--- config.mk ---
export PLATFORM = sky130hd
export DESIGN_NAME = hall_period_stability_tracker
export DESIGN_NICKNAME = d
export VERILOG_FILES = /design/src/hdl/hpst_pkg.sv /design/src/hdl/hpst_cfg.sv /design/src/hdl/hpst_div.sv /design/src/hdl/hall_period_stability_tracker.sv
export SDC_FILE = /design/constraint.sdc
export NUM_CORES = 1
export LEC_CHECK = 0
export BUFFER_PORTS_ARGS = -buffer_cell sky130_fd_sc_hd__buf_4
export CAP_MARGIN = 20
export CORE_MARGIN = 2
export CORE_UTILIZATION = 35
export DETAILED_ROUTE_END_ITERATION = 12
export PLACE_DENSITY = 0.46
export SLEW_MARGIN = 5
export SYNTH_ARGS = -nofsm -noshare
export SYNTH_HDL_FRONTEND = slang
export SYNTH_SLANG_ARGS = --single-unit
--- constraint.sdc ---
create_clock -name clk -period 16 [get_ports clk]
set_input_delay 2.4 -clock clk [delete_from_list [all_inputs] [get_ports clk]]
set_output_delay 2.4 -clock clk [all_outputs]
set_load 0.05 [all_outputs]
--- src/hdl/hpst_pkg.sv ---
`timescale 1ns / 1ps
// ----------------------------------------------------------------------------
// hpst_pkg: shared types and constants for the hall period stability tracker
// Register indexes, reset values, divider request/response and FSM states.
// ----------------------------------------------------------------------------
package hpst_pkg;

    localparam int DIV_W = 40;
    localparam int CNT_W = 6;

    typedef logic [2:0] cfg_idx_t;

    localparam cfg_idx_t REG_TICKS_PER_MICRO  = 3'd0;
    localparam cfg_idx_t REG_STABLE_PERCENT   = 3'd1;
    localparam cfg_idx_t REG_CONFIRM_NEEDED   = 3'd2;
    localparam cfg_idx_t REG_UNSTABLE_PERCENT = 3'd3;
    localparam cfg_idx_t REG_ANGLE_SLICES     = 3'd4;

    localparam logic [15:0] TPM_RESET       = 16'd240;
    localparam logic [7:0]  STABLE_RESET    = 8'd2;
    localparam logic [7:0]  CONFIRM_RESET   = 8'd5;
    localparam logic [7:0]  UNSTABLE_RESET  = 8'd10;
    localparam logic [15:0] SLICES_RESET    = 16'd256;

    localparam logic [31:0] SLICE_RESET     = 32'd1000;
    localparam logic [25:0] RPM_NUMERATOR   = 26'd60000000;
    localparam logic [15:0] RPM_MAX         = 16'hFFFF;
    localparam logic [8:0]  PCT_MAX         = 9'd200;

    // divider step counts; numerators are left-aligned in the DIV_W word
    localparam logic [CNT_W-1:0] ITER_PERIOD = 6'd32;
    localparam logic [CNT_W-1:0] ITER_PCT    = 6'd40;
    localparam logic [CNT_W-1:0] ITER_SLICE  = 6'd32;
    localparam logic [CNT_W-1:0] ITER_RPM    = 6'd26;

    typedef struct packed {
        logic [15:0] tpm;          // zero mapped to one
        logic [7:0]  stable_pct;
        logic [7:0]  confirm_needed;
        logic [7:0]  unstable_pct;
        logic [15:0] slices;       // zero mapped to one
    } cfg_regs_t;

    typedef struct packed {
        logic             start;
        logic [DIV_W-1:0] num;
        logic [31:0]      den;
        logic [CNT_W-1:0] iters;
    } div_req_t;

    typedef struct packed {
        logic             done;
        logic [DIV_W-1:0] quot;
    } div_rsp_t;

    typedef enum logic [3:0] {
        ST_IDLE,
        ST_PERIOD,
        ST_DIFF,
        ST_MUL1,
        ST_MUL2,
        ST_MUL3,
        ST_PCT,
        ST_DECIDE,
        ST_SLICE,
        ST_RPM_START,
        ST_RPM,
        ST_OUT
    } state_t;

endpackage

--- src/hdl/hpst_cfg.sv ---
`timescale 1ns / 1ps
// ----------------------------------------------------------------------------
// hpst_cfg: configuration register file
// Five setup registers written by index; zero divisors are mapped to one.
// ----------------------------------------------------------------------------
module hpst_cfg
(
    input  logic                 clk,
    input  logic                 rst_n,
    input  logic                 cfg_valid,
    output logic                 cfg_ready,
    input  hpst_pkg::cfg_idx_t   cfg_index,
    input  logic [15:0]          cfg_data,
    output hpst_pkg::cfg_regs_t  regs
);

    logic [15:0] tpm_reg;
    logic [7:0]  stable_reg;
    logic [7:0]  confirm_reg;
    logic [7:0]  unstable_reg;
    logic [15:0] slices_reg;

    assign cfg_ready = 1'b1;

    always_ff @(posedge clk or negedge rst_n)
    begin
        if (!rst_n)
        begin
            tpm_reg      <= hpst_pkg::TPM_RESET;
            stable_reg   <= hpst_pkg::STABLE_RESET;
            confirm_reg  <= hpst_pkg::CONFIRM_RESET;
            unstable_reg <= hpst_pkg::UNSTABLE_RESET;
            slices_reg   <= hpst_pkg::SLICES_RESET;
        end
        else if (cfg_valid && cfg_ready)
        begin
            case (cfg_index)
                hpst_pkg::REG_TICKS_PER_MICRO:  tpm_reg      <= cfg_data;
                hpst_pkg::REG_STABLE_PERCENT:   stable_reg   <= cfg_data[7:0];
                hpst_pkg::REG_CONFIRM_NEEDED:   confirm_reg  <= cfg_data[7:0];
                hpst_pkg::REG_UNSTABLE_PERCENT: unstable_reg <= cfg_data[7:0];
                hpst_pkg::REG_ANGLE_SLICES:     slices_reg   <= cfg_data;
                default: ;
            endcase
        end
    end

    always_comb
    begin
        regs.tpm            = (tpm_reg == 16'd0) ? 16'd1 : tpm_reg;
        regs.stable_pct     = stable_reg;
        regs.confirm_needed = confirm_reg;
        regs.unstable_pct   = unstable_reg;
        regs.slices         = (slices_reg == 16'd0) ? 16'd1 : slices_reg;
    end

endmodule

--- src/hdl/hpst_div.sv ---
`timescale 1ns / 1ps
// ----------------------------------------------------------------------------
// hpst_div: shared restoring divider
// One quotient bit per cycle; numerator is left-aligned, iters sets the steps.
// ----------------------------------------------------------------------------
module hpst_div
(
    input  logic                clk,
    input  logic                rst_n,
    input  hpst_pkg::div_req_t  req,
    output hpst_pkg::div_rsp_t  rsp
);

    logic                          busy_reg;
    logic                          busy_next;
    logic                          done_reg;
    logic                          done_next;
    logic [hpst_pkg::CNT_W-1:0]    cnt_reg;
    logic [hpst_pkg::CNT_W-1:0]    cnt_next;
    logic [31:0]                   rem_reg;
    logic [31:0]                   rem_next;
    logic [hpst_pkg::DIV_W-1:0]    numq_reg;
    logic [hpst_pkg::DIV_W-1:0]    numq_next;
    logic [31:0]                   den_reg;
    logic [31:0]                   den_next;

    logic [32:0] shifted;
    logic [33:0] trial;
    logic        fits;

    // remainder stays below the divisor, so it fits in 32 bits
    assign shifted = {rem_reg, numq_reg[hpst_pkg::DIV_W-1]};
    assign trial   = {1'b0, shifted} - {2'b00, den_reg};
    assign fits    = ~trial[33];

    always_comb
    begin
        busy_next = busy_reg;
        done_next = 1'b0;
        cnt_next  = cnt_reg;
        rem_next  = rem_reg;
        numq_next = numq_reg;
        den_next  = den_reg;
        if (req.start)
        begin
            busy_next = 1'b1;
            cnt_next  = req.iters;
            rem_next  = 32'd0;
            numq_next = req.num;
            den_next  = req.den;
        end
        else if (busy_reg)
        begin
            rem_next  = fits ? trial[31:0] : shifted[31:0];
            numq_next = {numq_reg[hpst_pkg::DIV_W-2:0], fits};
            cnt_next  = cnt_reg - 1'b1;
            if (cnt_reg == 6'd1)
            begin
                busy_next = 1'b0;
                done_next = 1'b1;
            end
        end
    end

    always_ff @(posedge clk or negedge rst_n)
    begin
        if (!rst_n)
        begin
            busy_reg <= 1'b0;
            done_reg <= 1'b0;
            cnt_reg  <= '0;
        end
        else
        begin
            busy_reg <= busy_next;
            done_reg <= done_next;
            cnt_reg  <= cnt_next;
        end
    end

    always_ff @(posedge clk)
    begin
        rem_reg  <= rem_next;
        numq_reg <= numq_next;
        den_reg  <= den_next;
    end

    assign rsp.done = done_reg;
    assign rsp.quot = numq_reg;

endmodule

--- src/hdl/hall_period_stability_tracker.sv ---
`timescale 1ns / 1ps
// ----------------------------------------------------------------------------
// hall_period_stability_tracker: hall-edge tachometer with stability tracking
// Converts timer captures to period, speed, change percent and slice time.
// ----------------------------------------------------------------------------
// Usage:
//   Input channel (in_valid / in_stall / timer_count) takes one timer capture
//   per hall edge. in_stall is high while a word is being worked on.
//   Output channel (out_valid / out_stall / result fields) gives one result
//   word per input word; a held result does not block the next input.
//   Config channel (cfg_valid / cfg_ready / cfg_index / cfg_data) writes the
//   five setup registers; cfg_ready is always high. Write only while idle.
// Sequencing:
//   First edge after reset (calibration): goes straight to the output step.
//   Later edges: paced by the shared one-bit-per-cycle divider (32 quotient
//   bits period, 40 percent, 32 slice when stable, 26 speed) plus the
//   sequencer steps. A zero mean or a zero period skips its divide.
//   One word in flight at a time; the next is taken once the sequencer is
//   back in idle after output.
// Reset clears the tracking state and sets the slice time to its reset value;
// setup registers return to defaults. If out_stall holds a result, the next
// word waits in the final step until the output register frees up.
// ----------------------------------------------------------------------------
module hall_period_stability_tracker
(
    input  logic        clk,
    input  logic        rst_n,

    input  logic        in_valid,
    output logic        in_stall,
    input  logic [31:0] timer_count,

    output logic        out_valid,
    input  logic        out_stall,
    output logic [31:0] period_micros,
    output logic [31:0] slice_micros,
    output logic        is_stable,
    output logic [15:0] speed_rpm,
    output logic [7:0]  change_percent,
    output logic        calibrating,

    input  logic        cfg_valid,
    output logic        cfg_ready,
    input  logic [2:0]  cfg_index,
    input  logic [15:0] cfg_data
);

    hpst_pkg::cfg_regs_t cfg;
    hpst_pkg::div_req_t  div_req;
    hpst_pkg::div_rsp_t  div_rsp;

    hpst_pkg::state_t state_reg;
    hpst_pkg::state_t state_next;

    logic [31:0] last_ts_reg,  last_ts_next;
    logic [31:0] prev_reg,     prev_next;
    logic [31:0] cur_reg,      cur_next;
    logic [31:0] slice_reg,    slice_next;
    logic        stable_reg,   stable_next;
    logic [7:0]  confirm_reg,  confirm_next;
    logic        first_reg,    first_next;
    logic [15:0] rpm_reg,      rpm_next;
    logic [8:0]  pct_reg,      pct_next;
    logic        calib_reg,    calib_next;

    logic [31:0] prev_eff_reg, prev_eff_next;
    logic [31:0] diff_reg,     diff_next;
    logic [31:0] mean_reg,     mean_next;
    logic [39:0] acc_reg,      acc_next;

    logic        out_valid_reg,  out_valid_next;
    logic [31:0] out_period_reg, out_period_next;
    logic [31:0] out_slice_reg,  out_slice_next;
    logic        out_stable_reg, out_stable_next;
    logic [15:0] out_rpm_reg,    out_rpm_next;
    logic [7:0]  out_pct_reg,    out_pct_next;
    logic        out_calib_reg,  out_calib_next;

    logic        out_free;
    logic [32:0] sum33;
    logic [32:0] sub33;
    logic [31:0] abs_diff;
    logic [31:0] mean_val;
    logic [7:0]  conf_inc;
    logic        dec_stable;
    logic [7:0]  dec_count;

    hpst_cfg u_cfg
    (
        .clk       (clk),
        .rst_n     (rst_n),
        .cfg_valid (cfg_valid),
        .cfg_ready (cfg_ready),
        .cfg_index (cfg_index),
        .cfg_data  (cfg_data),
        .regs      (cfg)
    );

    hpst_div u_div
    (
        .clk   (clk),
        .rst_n (rst_n),
        .req   (div_req),
        .rsp   (div_rsp)
    );

    assign in_stall = (state_reg != hpst_pkg::ST_IDLE);
    assign out_free = ~out_valid_reg | ~out_stall;

    // mean uses the 33-bit sum
    assign sum33    = {1'b0, cur_reg} + {1'b0, prev_eff_reg};
    assign sub33    = {1'b0, cur_reg} - {1'b0, prev_eff_reg};
    assign abs_diff = sub33[32] ? (32'd0 - sub33[31:0]) : sub33[31:0];
    assign mean_val = sum33[32:1];

    // stability decision on the unsaturated percent
    always_comb
    begin
        conf_inc   = (confirm_reg < cfg.confirm_needed) ? (confirm_reg + 8'd1) : confirm_reg;
        dec_stable = stable_reg;
        dec_count  = confirm_reg;
        if (pct_reg <= {1'b0, cfg.stable_pct})
        begin
            dec_count = conf_inc;
            if (conf_inc >= cfg.confirm_needed)
            begin
                dec_stable = 1'b1;
            end
        end
        else if (pct_reg > {1'b0, cfg.unstable_pct})
        begin
            dec_stable = 1'b0;
            dec_count  = 8'd0;
        end
    end

    // next state
    always_comb
    begin
        state_next = state_reg;
        case (state_reg)
            hpst_pkg::ST_IDLE:
            begin
                if (in_valid)
                begin
                    state_next = first_reg ? hpst_pkg::ST_OUT : hpst_pkg::ST_PERIOD;
                end
            end
            hpst_pkg::ST_PERIOD:
            begin
                if (div_rsp.done)
                begin
                    state_next = hpst_pkg::ST_DIFF;
                end
            end
            hpst_pkg::ST_DIFF:
            begin
                state_next = (mean_val == 32'd0) ? hpst_pkg::ST_DECIDE : hpst_pkg::ST_MUL1;
            end
            hpst_pkg::ST_MUL1: state_next = hpst_pkg::ST_MUL2;
            hpst_pkg::ST_MUL2: state_next = hpst_pkg::ST_MUL3;
            hpst_pkg::ST_MUL3: state_next = hpst_pkg::ST_PCT;
            hpst_pkg::ST_PCT:
            begin
                if (div_rsp.done)
                begin
                    state_next = hpst_pkg::ST_DECIDE;
                end
            end
            hpst_pkg::ST_DECIDE:
            begin
                state_next = (dec_stable && cur_reg != 32'd0) ? hpst_pkg::ST_SLICE
                                                              : hpst_pkg::ST_RPM_START;
            end
            hpst_pkg::ST_SLICE:
            begin
                if (div_rsp.done)
                begin
                    state_next = hpst_pkg::ST_RPM_START;
                end
            end
            hpst_pkg::ST_RPM_START:
            begin
                state_next = (cur_reg == 32'd0) ? hpst_pkg::ST_OUT : hpst_pkg::ST_RPM;
            end
            hpst_pkg::ST_RPM:
            begin
                if (div_rsp.done)
                begin
                    state_next = hpst_pkg::ST_OUT;
                end
            end
            hpst_pkg::ST_OUT:
            begin
                if (out_free)
                begin
                    state_next = hpst_pkg::ST_IDLE;
                end
            end
            default: state_next = hpst_pkg::ST_IDLE;
        endcase
    end

    // datapath and divider requests
    always_comb
    begin
        last_ts_next  = last_ts_reg;
        prev_next     = prev_reg;
        cur_next      = cur_reg;
        slice_next    = slice_reg;
        stable_next   = stable_reg;
        confirm_next  = confirm_reg;
        first_next    = first_reg;
        rpm_next      = rpm_reg;
        pct_next      = pct_reg;
        calib_next    = calib_reg;
        prev_eff_next = prev_eff_reg;
        diff_next     = diff_reg;
        mean_next     = mean_reg;
        acc_next      = acc_reg;

        out_valid_next  = out_valid_reg & out_stall;
        out_period_next = out_period_reg;
        out_slice_next  = out_slice_reg;
        out_stable_next = out_stable_reg;
        out_rpm_next    = out_rpm_reg;
        out_pct_next    = out_pct_reg;
        out_calib_next  = out_calib_reg;

        div_req.start = 1'b0;
        div_req.num   = '0;
        div_req.den   = 32'd0;
        div_req.iters = '0;

        case (state_reg)
            hpst_pkg::ST_IDLE:
            begin
                if (in_valid)
                begin
                    last_ts_next = timer_count;
                    pct_next     = 9'd0;
                    if (first_reg)
                    begin
                        first_next = 1'b0;
                        calib_next = 1'b1;
                    end
                    else
                    begin
                        calib_next    = 1'b0;
                        div_req.start = 1'b1;
                        div_req.num   = {timer_count - last_ts_reg, 8'd0};
                        div_req.den   = {16'd0, cfg.tpm};
                        div_req.iters = hpst_pkg::ITER_PERIOD;
                    end
                end
            end
            hpst_pkg::ST_PERIOD:
            begin
                if (div_rsp.done)
                begin
                    cur_next      = div_rsp.quot[31:0];
                    prev_eff_next = (prev_reg == 32'd0) ? div_rsp.quot[31:0] : prev_reg;
                end
            end
            hpst_pkg::ST_DIFF:
            begin
                diff_next = abs_diff;
                mean_next = mean_val;
                prev_next = cur_reg;
            end
            hpst_pkg::ST_MUL1:
            begin
                // diff * 100 = diff*64 + diff*32 + diff*4
                acc_next = ({8'd0, diff_reg} << 6) + ({8'd0, diff_reg} << 5);
            end
            hpst_pkg::ST_MUL2:
            begin
                acc_next = acc_reg + ({8'd0, diff_reg} << 2);
            end
            hpst_pkg::ST_MUL3:
            begin
                div_req.start = 1'b1;
                div_req.num   = acc_reg + {9'd0, mean_reg[31:1]};
                div_req.den   = mean_reg;
                div_req.iters = hpst_pkg::ITER_PCT;
            end
            hpst_pkg::ST_PCT:
            begin
                // quotient never exceeds 300 since diff <= 2*mean + 1
                if (div_rsp.done)
                begin
                    pct_next = div_rsp.quot[8:0];
                end
            end
            hpst_pkg::ST_DECIDE:
            begin
                stable_next  = dec_stable;
                confirm_next = dec_count;
                if (dec_stable && cur_reg != 32'd0)
                begin
                    div_req.start = 1'b1;
                    div_req.num   = {cur_reg, 8'd0};
                    div_req.den   = {16'd0, cfg.slices};
                    div_req.iters = hpst_pkg::ITER_SLICE;
                end
            end
            hpst_pkg::ST_SLICE:
            begin
                if (div_rsp.done)
                begin
                    slice_next = (div_rsp.quot[31:0] == 32'd0) ? 32'd1 : div_rsp.quot[31:0];
                end
            end
            hpst_pkg::ST_RPM_START:
            begin
                if (cur_reg == 32'd0)
                begin
                    rpm_next = 16'd0;
                end
                else
                begin
                    div_req.start = 1'b1;
                    div_req.num   = {hpst_pkg::RPM_NUMERATOR, 14'd0};
                    div_req.den   = cur_reg;
                    div_req.iters = hpst_pkg::ITER_RPM;
                end
            end
            hpst_pkg::ST_RPM:
            begin
                if (div_rsp.done)
                begin
                    rpm_next = (div_rsp.quot[25:16] != 10'd0) ? hpst_pkg::RPM_MAX
                                                              : div_rsp.quot[15:0];
                end
            end
            hpst_pkg::ST_OUT:
            begin
                if (out_free)
                begin
                    out_valid_next  = 1'b1;
                    out_period_next = cur_reg;
                    out_slice_next  = slice_reg;
                    out_stable_next = stable_reg;
                    out_rpm_next    = rpm_reg;
                    out_pct_next    = (pct_reg > hpst_pkg::PCT_MAX) ? hpst_pkg::PCT_MAX[7:0]
                                                                    : pct_reg[7:0];
                    out_calib_next  = calib_reg;
                end
            end
            default: ;
        endcase
    end

    always_ff @(posedge clk or negedge rst_n)
    begin
        if (!rst_n)
        begin
            state_reg     <= hpst_pkg::ST_IDLE;
            last_ts_reg   <= 32'd0;
            prev_reg      <= 32'd0;
            cur_reg       <= 32'd0;
            slice_reg     <= hpst_pkg::SLICE_RESET;
            stable_reg    <= 1'b0;
            confirm_reg   <= 8'd0;
            first_reg     <= 1'b1;
            rpm_reg       <= 16'd0;
            out_valid_reg <= 1'b0;
        end
        else
        begin
            state_reg     <= state_next;
            last_ts_reg   <= last_ts_next;
            prev_reg      <= prev_next;
            cur_reg       <= cur_next;
            slice_reg     <= slice_next;
            stable_reg    <= stable_next;
            confirm_reg   <= confirm_next;
            first_reg     <= first_next;
            rpm_reg       <= rpm_next;
            out_valid_reg <= out_valid_next;
        end
    end

    always_ff @(posedge clk)
    begin
        pct_reg        <= pct_next;
        calib_reg      <= calib_next;
        prev_eff_reg   <= prev_eff_next;
        diff_reg       <= diff_next;
        mean_reg       <= mean_next;
        acc_reg        <= acc_next;
        out_period_reg <= out_period_next;
        out_slice_reg  <= out_slice_next;
        out_stable_reg <= out_stable_next;
        out_rpm_reg    <= out_rpm_next;
        out_pct_reg    <= out_pct_next;
        out_calib_reg  <= out_calib_next;
    end

    assign out_valid      = out_valid_reg;
    assign period_micros  = out_period_reg;
    assign slice_micros   = out_slice_reg;
    assign is_stable      = out_stable_reg;
    assign speed_rpm      = out_rpm_reg;
    assign change_percent = out_pct_reg;
    assign calibrating    = out_calib_reg;

endmodule

After elaboration in Yosys (flattened, before gate mapping)

Cells that the tools add are included.

Bits in registers: 563
Input port bits: 56
Output and inout port bits: 93
Word-level logic and storage cells: 155

$add $sub $neg: 10
Magnitude comparators: 5
Equal/unequal tests: 23
Muxes and demuxes: 49
Bitwise operators: 5
Reductions and logical operators: 30

Operators by type and width:

| operator                                          | number |
|---|---|
| two-way mux 79 bit                                | 4 |
| one-hot mux 79 bit (4 select lines)               | 1 |
| zero test 32 bit                                  | 4 |
| two-way mux 32 bit                                | 4 |
| two-way mux 16 bit                                | 5 |
| two-way mux 40 bit                                | 2 |
| one-hot mux 40 bit (2 select lines)               | 1 |
| one-hot mux 4 bit (12 select lines)               | 1 |
| adder 40 x 31 -> 40 bit                           | 1 |
| adder 40 x 34 -> 40 bit                           | 1 |
| adder 38 x 37 -> 39 bit                           | 1 |
| subtractor 33 x 32 -> 34 bit                      | 1 |
| adder 32 x 32 -> 33 bit                           | 1 |
| subtractor 32 x 32 -> 33 bit                      | 1 |
| zero test 16 bit                                  | 2 |
| one-hot mux 16 bit (2 select lines)               | 1 |
| nonzero test 32 bit                               | 1 |
| subtractor 1 x 32 -> 32 bit, first input constant | 1 |
| subtractor 32 bit                                 | 1 |
| two-way mux 4 bit                                 | 7 |
| two-way mux 8 bit                                 | 3 |
| AND reduction 2 bit                               | 10 |
| two-way mux 9 bit                                 | 2 |
| one-hot mux 9 bit (2 select lines)                | 1 |
| other kinds (31)                                  | 65 |

Depth between registers and ports, before layout

Depth in word-level cells: 9
Gate-level depth with buffers: 25
Depth with buffers taken out: 23

Hierarchy

From an unflattened synthesis, not the netlist that was laid out.

Cells, all modules: 3531
Area total of the unflattened synthesis: 35639.2 µm²

By module, submodules not included:

| module                        | instances | cells an instance | area an instance (µm²) |
|---|---|---|---|
| hall_period_stability_tracker | 1         | 2761              | 26865.8 |
| hpst_div                      | 1         | 606               | 6428.7 |
| hpst_cfg                      | 1         | 164               | 2344.7 |

Worst setup path before layout

No wires, ideal clock.

Path kind: input port to flip-flop
From: input port out_stall
To: register out_calib_reg (netlist: calibrating), enable pin
Setup time: 0.668 ns
Data arrival time: 9.024 ns
Slack: 6.308 ns
Stages: 2
Path through: nand2_1 > nor3b_1

Word-level cells in the longest chain between the ends: 3

RTL lines:

| what                                 | RTL line                             | source |
|---|---|---|
| from (decl)                          | hall_period_stability_tracker.sv:34  | `input logic out_stall,` |
| NOT 1 bit                            | hall_period_stability_tracker.sv:108 | `assign out_free = ~out_valid_reg \| ~out_stall;` |
| OR 1 bit                             | hall_period_stability_tracker.sv:108 |  |
| AND reduction 2 bit (no source line) | --                                   |  |
| to (signal assigned)                 | hall_period_stability_tracker.sv:397 | `out_calib_reg <= out_calib_next;` |
| to (decl)                            | hall_period_stability_tracker.sv:77  | `logic out_calib_reg, out_calib_next;` |

Every way passes these cells.
A chain may end at the register's enable or synchronous reset.

Worst setup path after layout

From: register confirm_reg[1]
To: register u_div.cnt_reg[3] (netlist bit)

Word-level cells in the longest chain between the ends: 9

RTL lines:

| what                                                               | RTL line                             | source |
|---|---|---|
| from (decl)                                                        | hall_period_stability_tracker.sv:60  | `logic [7:0] confirm_reg, confirm_next;` |
| from (signal assigned)                                             | hall_period_stability_tracker.sv:377 | `confirm_reg <= confirm_next;` |
| adder 8 x 1 -> 8 bit or less-than comparator 8 bit (tied branches) | hall_period_stability_tracker.sv:119 | `conf_inc = (confirm_reg < cfg.confirm_needed) ? (confirm_reg + 8'd1) : confirm_reg;` |
| two-way mux 8 bit (*)                                              | hall_period_stability_tracker.sv:119 |  |
| greater-or-equal comparator 8 bit (*)                              | hall_period_stability_tracker.sv:125 | `if (conf_inc >= cfg.confirm_needed)` |
| two-way mux 1 bit (*)                                              | hall_period_stability_tracker.sv:125 |  |
| two-way mux 1 bit (*)                                              | hall_period_stability_tracker.sv:122 | `if (pct_reg <= {1'b0, cfg.stable_pct})` |
| logical AND 1 bit (*)                                              | hall_period_stability_tracker.sv:299 | `if (dec_stable && cur_reg != 32'd0)` |
| two-way mux 79 bit (*)                                             | hall_period_stability_tracker.sv:299 |  |
| one-hot mux 79 bit (4 select lines) (*)                            | hall_period_stability_tracker.sv:235 | `case (state_reg)` |
| two-way mux 6 bit or nonzero test 2 bit (tied branches)            | --                                   |  |
| to (signal assigned)                                               | hpst_div.sv:77                       | `cnt_reg <= cnt_next;` |
| to (decl)                                                          | hpst_div.sv:18                       | `logic [hpst_pkg::CNT_W-1:0] cnt_reg;` |

Every way passes the cells marked *; elsewhere a longest branch is shown, timed or not.

==> flow_summary.html <==
<table>
<tr><th>Metric</th><th>Value</th></tr>
<tr><th colspan="2">Timing</th></tr>
<tr><td>Tmin final</td><td>6.63 ns</td></tr>
<tr><td>Number of pins exceeding their max-slew limit in the final report</td><td>0</td></tr>
<tr><td>Actual transition at the worst max-transition pin</td><td>1.04 ns</td></tr>
<tr><td>F_max</td><td>151 MHz</td></tr>
<tr><td>Post-route fraction of the period consumed by the critical path</td><td>41.4%</td></tr>
<tr><td>Setup Skew</td><td>0.0347 ns</td></tr>
<tr><td>Final setup violation count</td><td>0</td></tr>
<tr><td>Setup TNS after final layout</td><td>0 ns</td></tr>
<tr><td>Final count of hold timing violations</td><td>0</td></tr>
<tr><td>RSZ-0062 raised after global routing</td><td>false</td></tr>
<tr><td>Relative slew slack</td><td>30.3%</td></tr>
<tr><th colspan="2">Route</th></tr>
<tr><td>DR vias/cell</td><td>5.47</td></tr>
<tr><td>Average routed wire per standard cell</td><td>23.1 um</td></tr>
<tr><td>Remaining design rule violation count</td><td>0</td></tr>
<tr><td>Aggregate routed wire length</td><td>115 mm</td></tr>
<tr><td>Vias post-DR</td><td>27200</td></tr>
<tr><td>Number of search-and-repair iterations in the first detailed-routing pass</td><td>7</td></tr>
<tr><td>DR iter-0 viols</td><td>2298</td></tr>
<tr><td>Final antenna-violating net count</td><td>0</td></tr>
<tr><th colspan="2">Clocking</th></tr>
<tr><td>Cts repair resizes</td><td>0</td></tr>
<tr><td>Postcts setup bufs</td><td>0</td></tr>
<tr><td>CTS max path bufs</td><td>3</td></tr>
<tr><td>Clock root buffer master</td><td>sky130_fd_sc_hd__clkbuf_16</td></tr>
<tr><td>Number of buffers inserted for hold repair after clock tree synthesis</td><td>0</td></tr>
<tr><td>Insertion delay to the later sink of the worst-skew pair</td><td>0.64 ns</td></tr>
<tr><td>TritonCTS clock tree</td><td>yes</td></tr>
<tr><td>Clock input transition at the sequential cells of the worst setup and hold paths</td><td>0.06 ns</td></tr>
<tr><td>H-tree lvl count</td><td>3</td></tr>
<tr><td>CTS Buf Count</td><td>68</td></tr>
<tr><td>CTS sink cnt</td><td>561</td></tr>
<tr><th colspan="2">Power and ir drop</th></tr>
<tr><td>Max VDD drop</td><td>69.4 uV</td></tr>
<tr><td>Static leakage power</td><td>16.9 nW</td></tr>
<tr><td>Overall power after layout</td><td>4.67 mW</td></tr>
<tr><td>Power per Cell Area</td><td>118 nW/um^2</td></tr>
<tr><th colspan="2">Die</th></tr>
<tr><td>Initial Utilization</td><td>35.2%</td></tr>
<tr><td>Site row count</td><td>116</td></tr>
<tr><td>Die Ht</td><td>320 um</td></tr>
<tr><td>Placeable core region</td><td>99600 um^2</td></tr>
<tr><td>Die X-Extent</td><td>320 um</td></tr>
<tr><td>Floorplan die area</td><td>103000 um^2</td></tr>
<tr><td>Top Ports</td><td>149</td></tr>
<tr><th colspan="2">Final layout</th></tr>
<tr><td>Layout cell share with drive strength beyond 1</td><td>14.0%</td></tr>
<tr><td>Most common cell after layout, fill and taps aside</td><td>sky130_fd_sc_hd__nand2_1</td></tr>
<tr><td>Flip-flop count of the largest register after layout</td><td>40</td></tr>
<tr><td>Top library cells by usage in the layout, fill and taps aside</td><td>311 x sky130_fd_sc_hd__nand2_1, 306 x sky130_fd_sc_hd__edfxtp_1, 269 x sky130_fd_sc_hd__a21oi_1, 256 x sky130_fd_sc_hd__ha_1, 225 x sky130_fd_sc_hd__o21ai_0</td></tr>
<tr><td>N_diodes</td><td>0</td></tr>
<tr><td>Number of filler instances in the final layout</td><td>9957</td></tr>
<tr><td>Post-layout net count</td><td>3940</td></tr>
<tr><td>Layout Area Growth over Synthesis</td><td>13.5%</td></tr>
<tr><th colspan="2">Worst setup path</th></tr>
<tr><td>Sort of element at the end of the critical path</td><td>flip-flop</td></tr>
<tr><td>Kind of launch point of the worst setup path</td><td>flip-flop</td></tr>
<tr><td>Critical path arrival</td><td>7.12 ns</td></tr>
<tr><td>Largest stage delay on the critical path</td><td>0.65 ns</td></tr>
<tr><td>Setup Crit Path Kind</td><td>flip-flop to flip-flop</td></tr>
<tr><td>Worst-path fanout max</td><td>61</td></tr>
<tr><td>Slowest cell on crit path</td><td>sky130_fd_sc_hd__buf_4</td></tr>
<tr><td>Critical Path Most Common Cell</td><td>sky130_fd_sc_hd__a21o_1</td></tr>
<tr><td>Buffering stage count on the worst path with inverters included</td><td>3</td></tr>
<tr><td>R2R cell count</td><td>23</td></tr>
<tr><td>CP Data Required Time</td><td>16.50 ns</td></tr>
<tr><td>Cell family with the largest share of critical-path delay</td><td>compound AO/OA/AOI/OAI gates</td></tr>
<tr><td>Logic depth of the worst setup path including buffers</td><td>23</td></tr>
<tr><td>CP cell instances</td><td>ha_1 -&gt; a21o_1 -&gt; a21o_1 -&gt; a21o_1 -&gt; a21o_1 -&gt; a21o_1 -&gt; a21o_1 -&gt; a21oi_1 -&gt; mux2_2 -&gt; ha_1 -&gt; a21o_1 -&gt; a21o_1 -&gt; a21o_1 -&gt; a21oi_1 -&gt; o21ai_0 -&gt; a22o_1 -&gt; nand3_1 -&gt; and3_2 -&gt; buf_4 -&gt; inv_2 -&gt; buf_4 -&gt; o22ai_1 -&gt; a2111o_1</td></tr>
<tr><th colspan="2">Synthesis</th></tr>
<tr><td>Post-Synthesis Cell Area</td><td>35000 um^2</td></tr>
<tr><td>Mapped Nets</td><td>3817</td></tr>
<tr><td>Async S/R FF share, synth</td><td>39.8%</td></tr>
<tr><td>Number of synthesized flops with an enable pin</td><td>306</td></tr>
<tr><td>Total of flip-flops plus latches after synthesis</td><td>561</td></tr>
<tr><td>Most used flip-flop cell after synthesis</td><td>sky130_fd_sc_hd__edfxtp_1</td></tr>
<tr><td>Sequential fraction of the synthesis area</td><td>44.1%</td></tr>
<tr><td>Yosys warns</td><td>0</td></tr>
<tr><td>Average instance area after synthesis</td><td>10.0 um^2</td></tr>
<tr><td>Mapped Cells</td><td>3498</td></tr>
<tr><td>Number of unique standard cell types used by synthesis</td><td>103</td></tr>
<tr><th colspan="2">Min path</th></tr>
<tr><td>Worst hold path stage count</td><td>0</td></tr>
<tr><td>Worst hold-check path type</td><td>flip-flop to flip-flop</td></tr>
<tr><th colspan="2">Global route</th></tr>
<tr><td>Largest net degree at the start of global routing</td><td>101</td></tr>
<tr><td>Global-route congestion overflow total</td><td>0</td></tr>
<tr><td>Wire length of the first global-routing pass</td><td>173 mm</td></tr>
<tr><td>Number of global-route vias before repair</td><td>26500</td></tr>
<tr><td>Total track usage</td><td>22.2%</td></tr>
<tr><td>Number of antenna violations at the first check in global routing</td><td>1</td></tr>
<tr><th colspan="2">Place</th></tr>
<tr><td>Post-DP HPWL</td><td>84.5 mm</td></tr>
<tr><td>Weighted congestion reported at the end of routability-driven placement</td><td>0.862</td></tr>
<tr><td>Buffers on Ports</td><td>147</td></tr>
<tr><th colspan="2">Job</th></tr>
<tr><td>Number of maximum-capacitance constraint violations</td><td>0</td></tr>
<tr><th colspan="2">Run status</th></tr>
<tr><td>Outcome</td><td>finished, final reports clean</td></tr>
</table>
cells in the mapped netlist (16+ instances only):
library cell               instances  share of area, %
sky130_fd_sc_hd__a211oi_1         24              0.51
sky130_fd_sc_hd__a21o_1          159               3.4
sky130_fd_sc_hd__a21oi_1         269               3.8
sky130_fd_sc_hd__a221oi_1         16              0.40
sky130_fd_sc_hd__a222oi_1         29              0.83
sky130_fd_sc_hd__a22o_1           20              0.50
sky130_fd_sc_hd__a31oi_1          29              0.52
sky130_fd_sc_hd__and2_1           27              0.48
sky130_fd_sc_hd__and3_1           33              0.59
sky130_fd_sc_hd__clkbuf_1        110               1.2
sky130_fd_sc_hd__dfrtp_1         206                15
sky130_fd_sc_hd__dfstp_2          17               1.3
sky130_fd_sc_hd__dfxtp_1          32               1.8
sky130_fd_sc_hd__edfxtp_1        306                26
sky130_fd_sc_hd__ha_1            256               9.1
sky130_fd_sc_hd__inv_1           205               2.2
sky130_fd_sc_hd__mux2_2          141               4.5
sky130_fd_sc_hd__mux2i_1          29              0.83
sky130_fd_sc_hd__nand2_1         312               3.3
sky130_fd_sc_hd__nand2b_1         38              0.68
sky130_fd_sc_hd__nand3_1          57              0.81
sky130_fd_sc_hd__nand4_1          32              0.57
sky130_fd_sc_hd__nor2_1          211               2.3
sky130_fd_sc_hd__nor2b_1          42              0.75
sky130_fd_sc_hd__nor3_1           53              0.76
sky130_fd_sc_hd__nor4_1           42              0.75
sky130_fd_sc_hd__o21a_1           31              0.66
sky130_fd_sc_hd__o21ai_0         226               3.2
sky130_fd_sc_hd__o21ai_1          19              0.27
sky130_fd_sc_hd__o21bai_1         25              0.54
sky130_fd_sc_hd__o31ai_1          24              0.51
sky130_fd_sc_hd__xnor2_1         128               3.2
sky130_fd_sc_hd__xor2_1           86               2.2
through the flow:
step	setup slack [ns]	hold WS, ns	instance area, um^2	instances	util [%]
2_1_floorplan	6.31	0.400	35000	3498	-
3_3_place_gp	9.49	0.409	37500	4847	37.7
3_5_place_dp	9.42	0.411	37500	4847	37.7
4_1_cts	9.39	0.430	39700	4972	39.9
5_1_grt	8.96	0.441	39700	4974	39.9
6_report	9.37	0.429	39700	4974	39.9
cells by family after synthesis:
logic type / synth area share, %
XOR/XNOR: 5.40
other: 0.0107
buffers and inverters: 3.97
flip-flops: 44.1
AO/OA/AOI/OAI: 18.7
AND/OR/NAND/NOR: 13.0
adder cells (fa/ha/maj): 9.55
multiplexers: 5.36
report_power, final:
part	switching (mW)	leakage [nW]	internal (mW)
combinational	0.719	10.0	0.514
sequential	0.178	5.81	1.72
clock	0.653	1.07	0.893
total	1.55	16.9	3.12
final cells by class:
cell class | instances | area (um^2) | share of cell area (%)
Multi-Input combinational cell | 2593 | 18300 | 46.0
Sequential cell | 561 | 15400 | 38.8
Clock buffer | 89 | 1820 | 4.58
Tap cell | 1298 | 1620 | 4.09
Timing Repair Buffer | 186 | 1410 | 3.55
Inverter | 211 | 792 | 1.99
Clock inverter | 36 | 378 | 0.951
layer usage:
metal	routed length (um)	vias up	global-route usage [%]
li1	-	13100	-
met1	52200	13400	30.0
met2	54700	674	37.2
met3	5620	131	3.43
met4	2530	0	5.17
met5	0	-	0
worst paths after layout:
| kind | slack [ns] | endpoint | from |
|---|---|---|---|
| min in group asynchronous | 1.83 | u_cfg.stable_reg[2] | rst_n |
| hold / removal | 0.43 | calibrating | calib_reg |
| setup / recovery | 9.37 | u_div.cnt_reg[3] | confirm_reg[1] |
| hold reg to reg | 0.43 | calibrating | calib_reg |
| setup reg to reg | 9.37 | u_div.cnt_reg[3] | confirm_reg[1] |
| max in group asynchronous | 12.75 | u_div.busy_reg | rst_n |
Power figures use the tool's default switching activity.
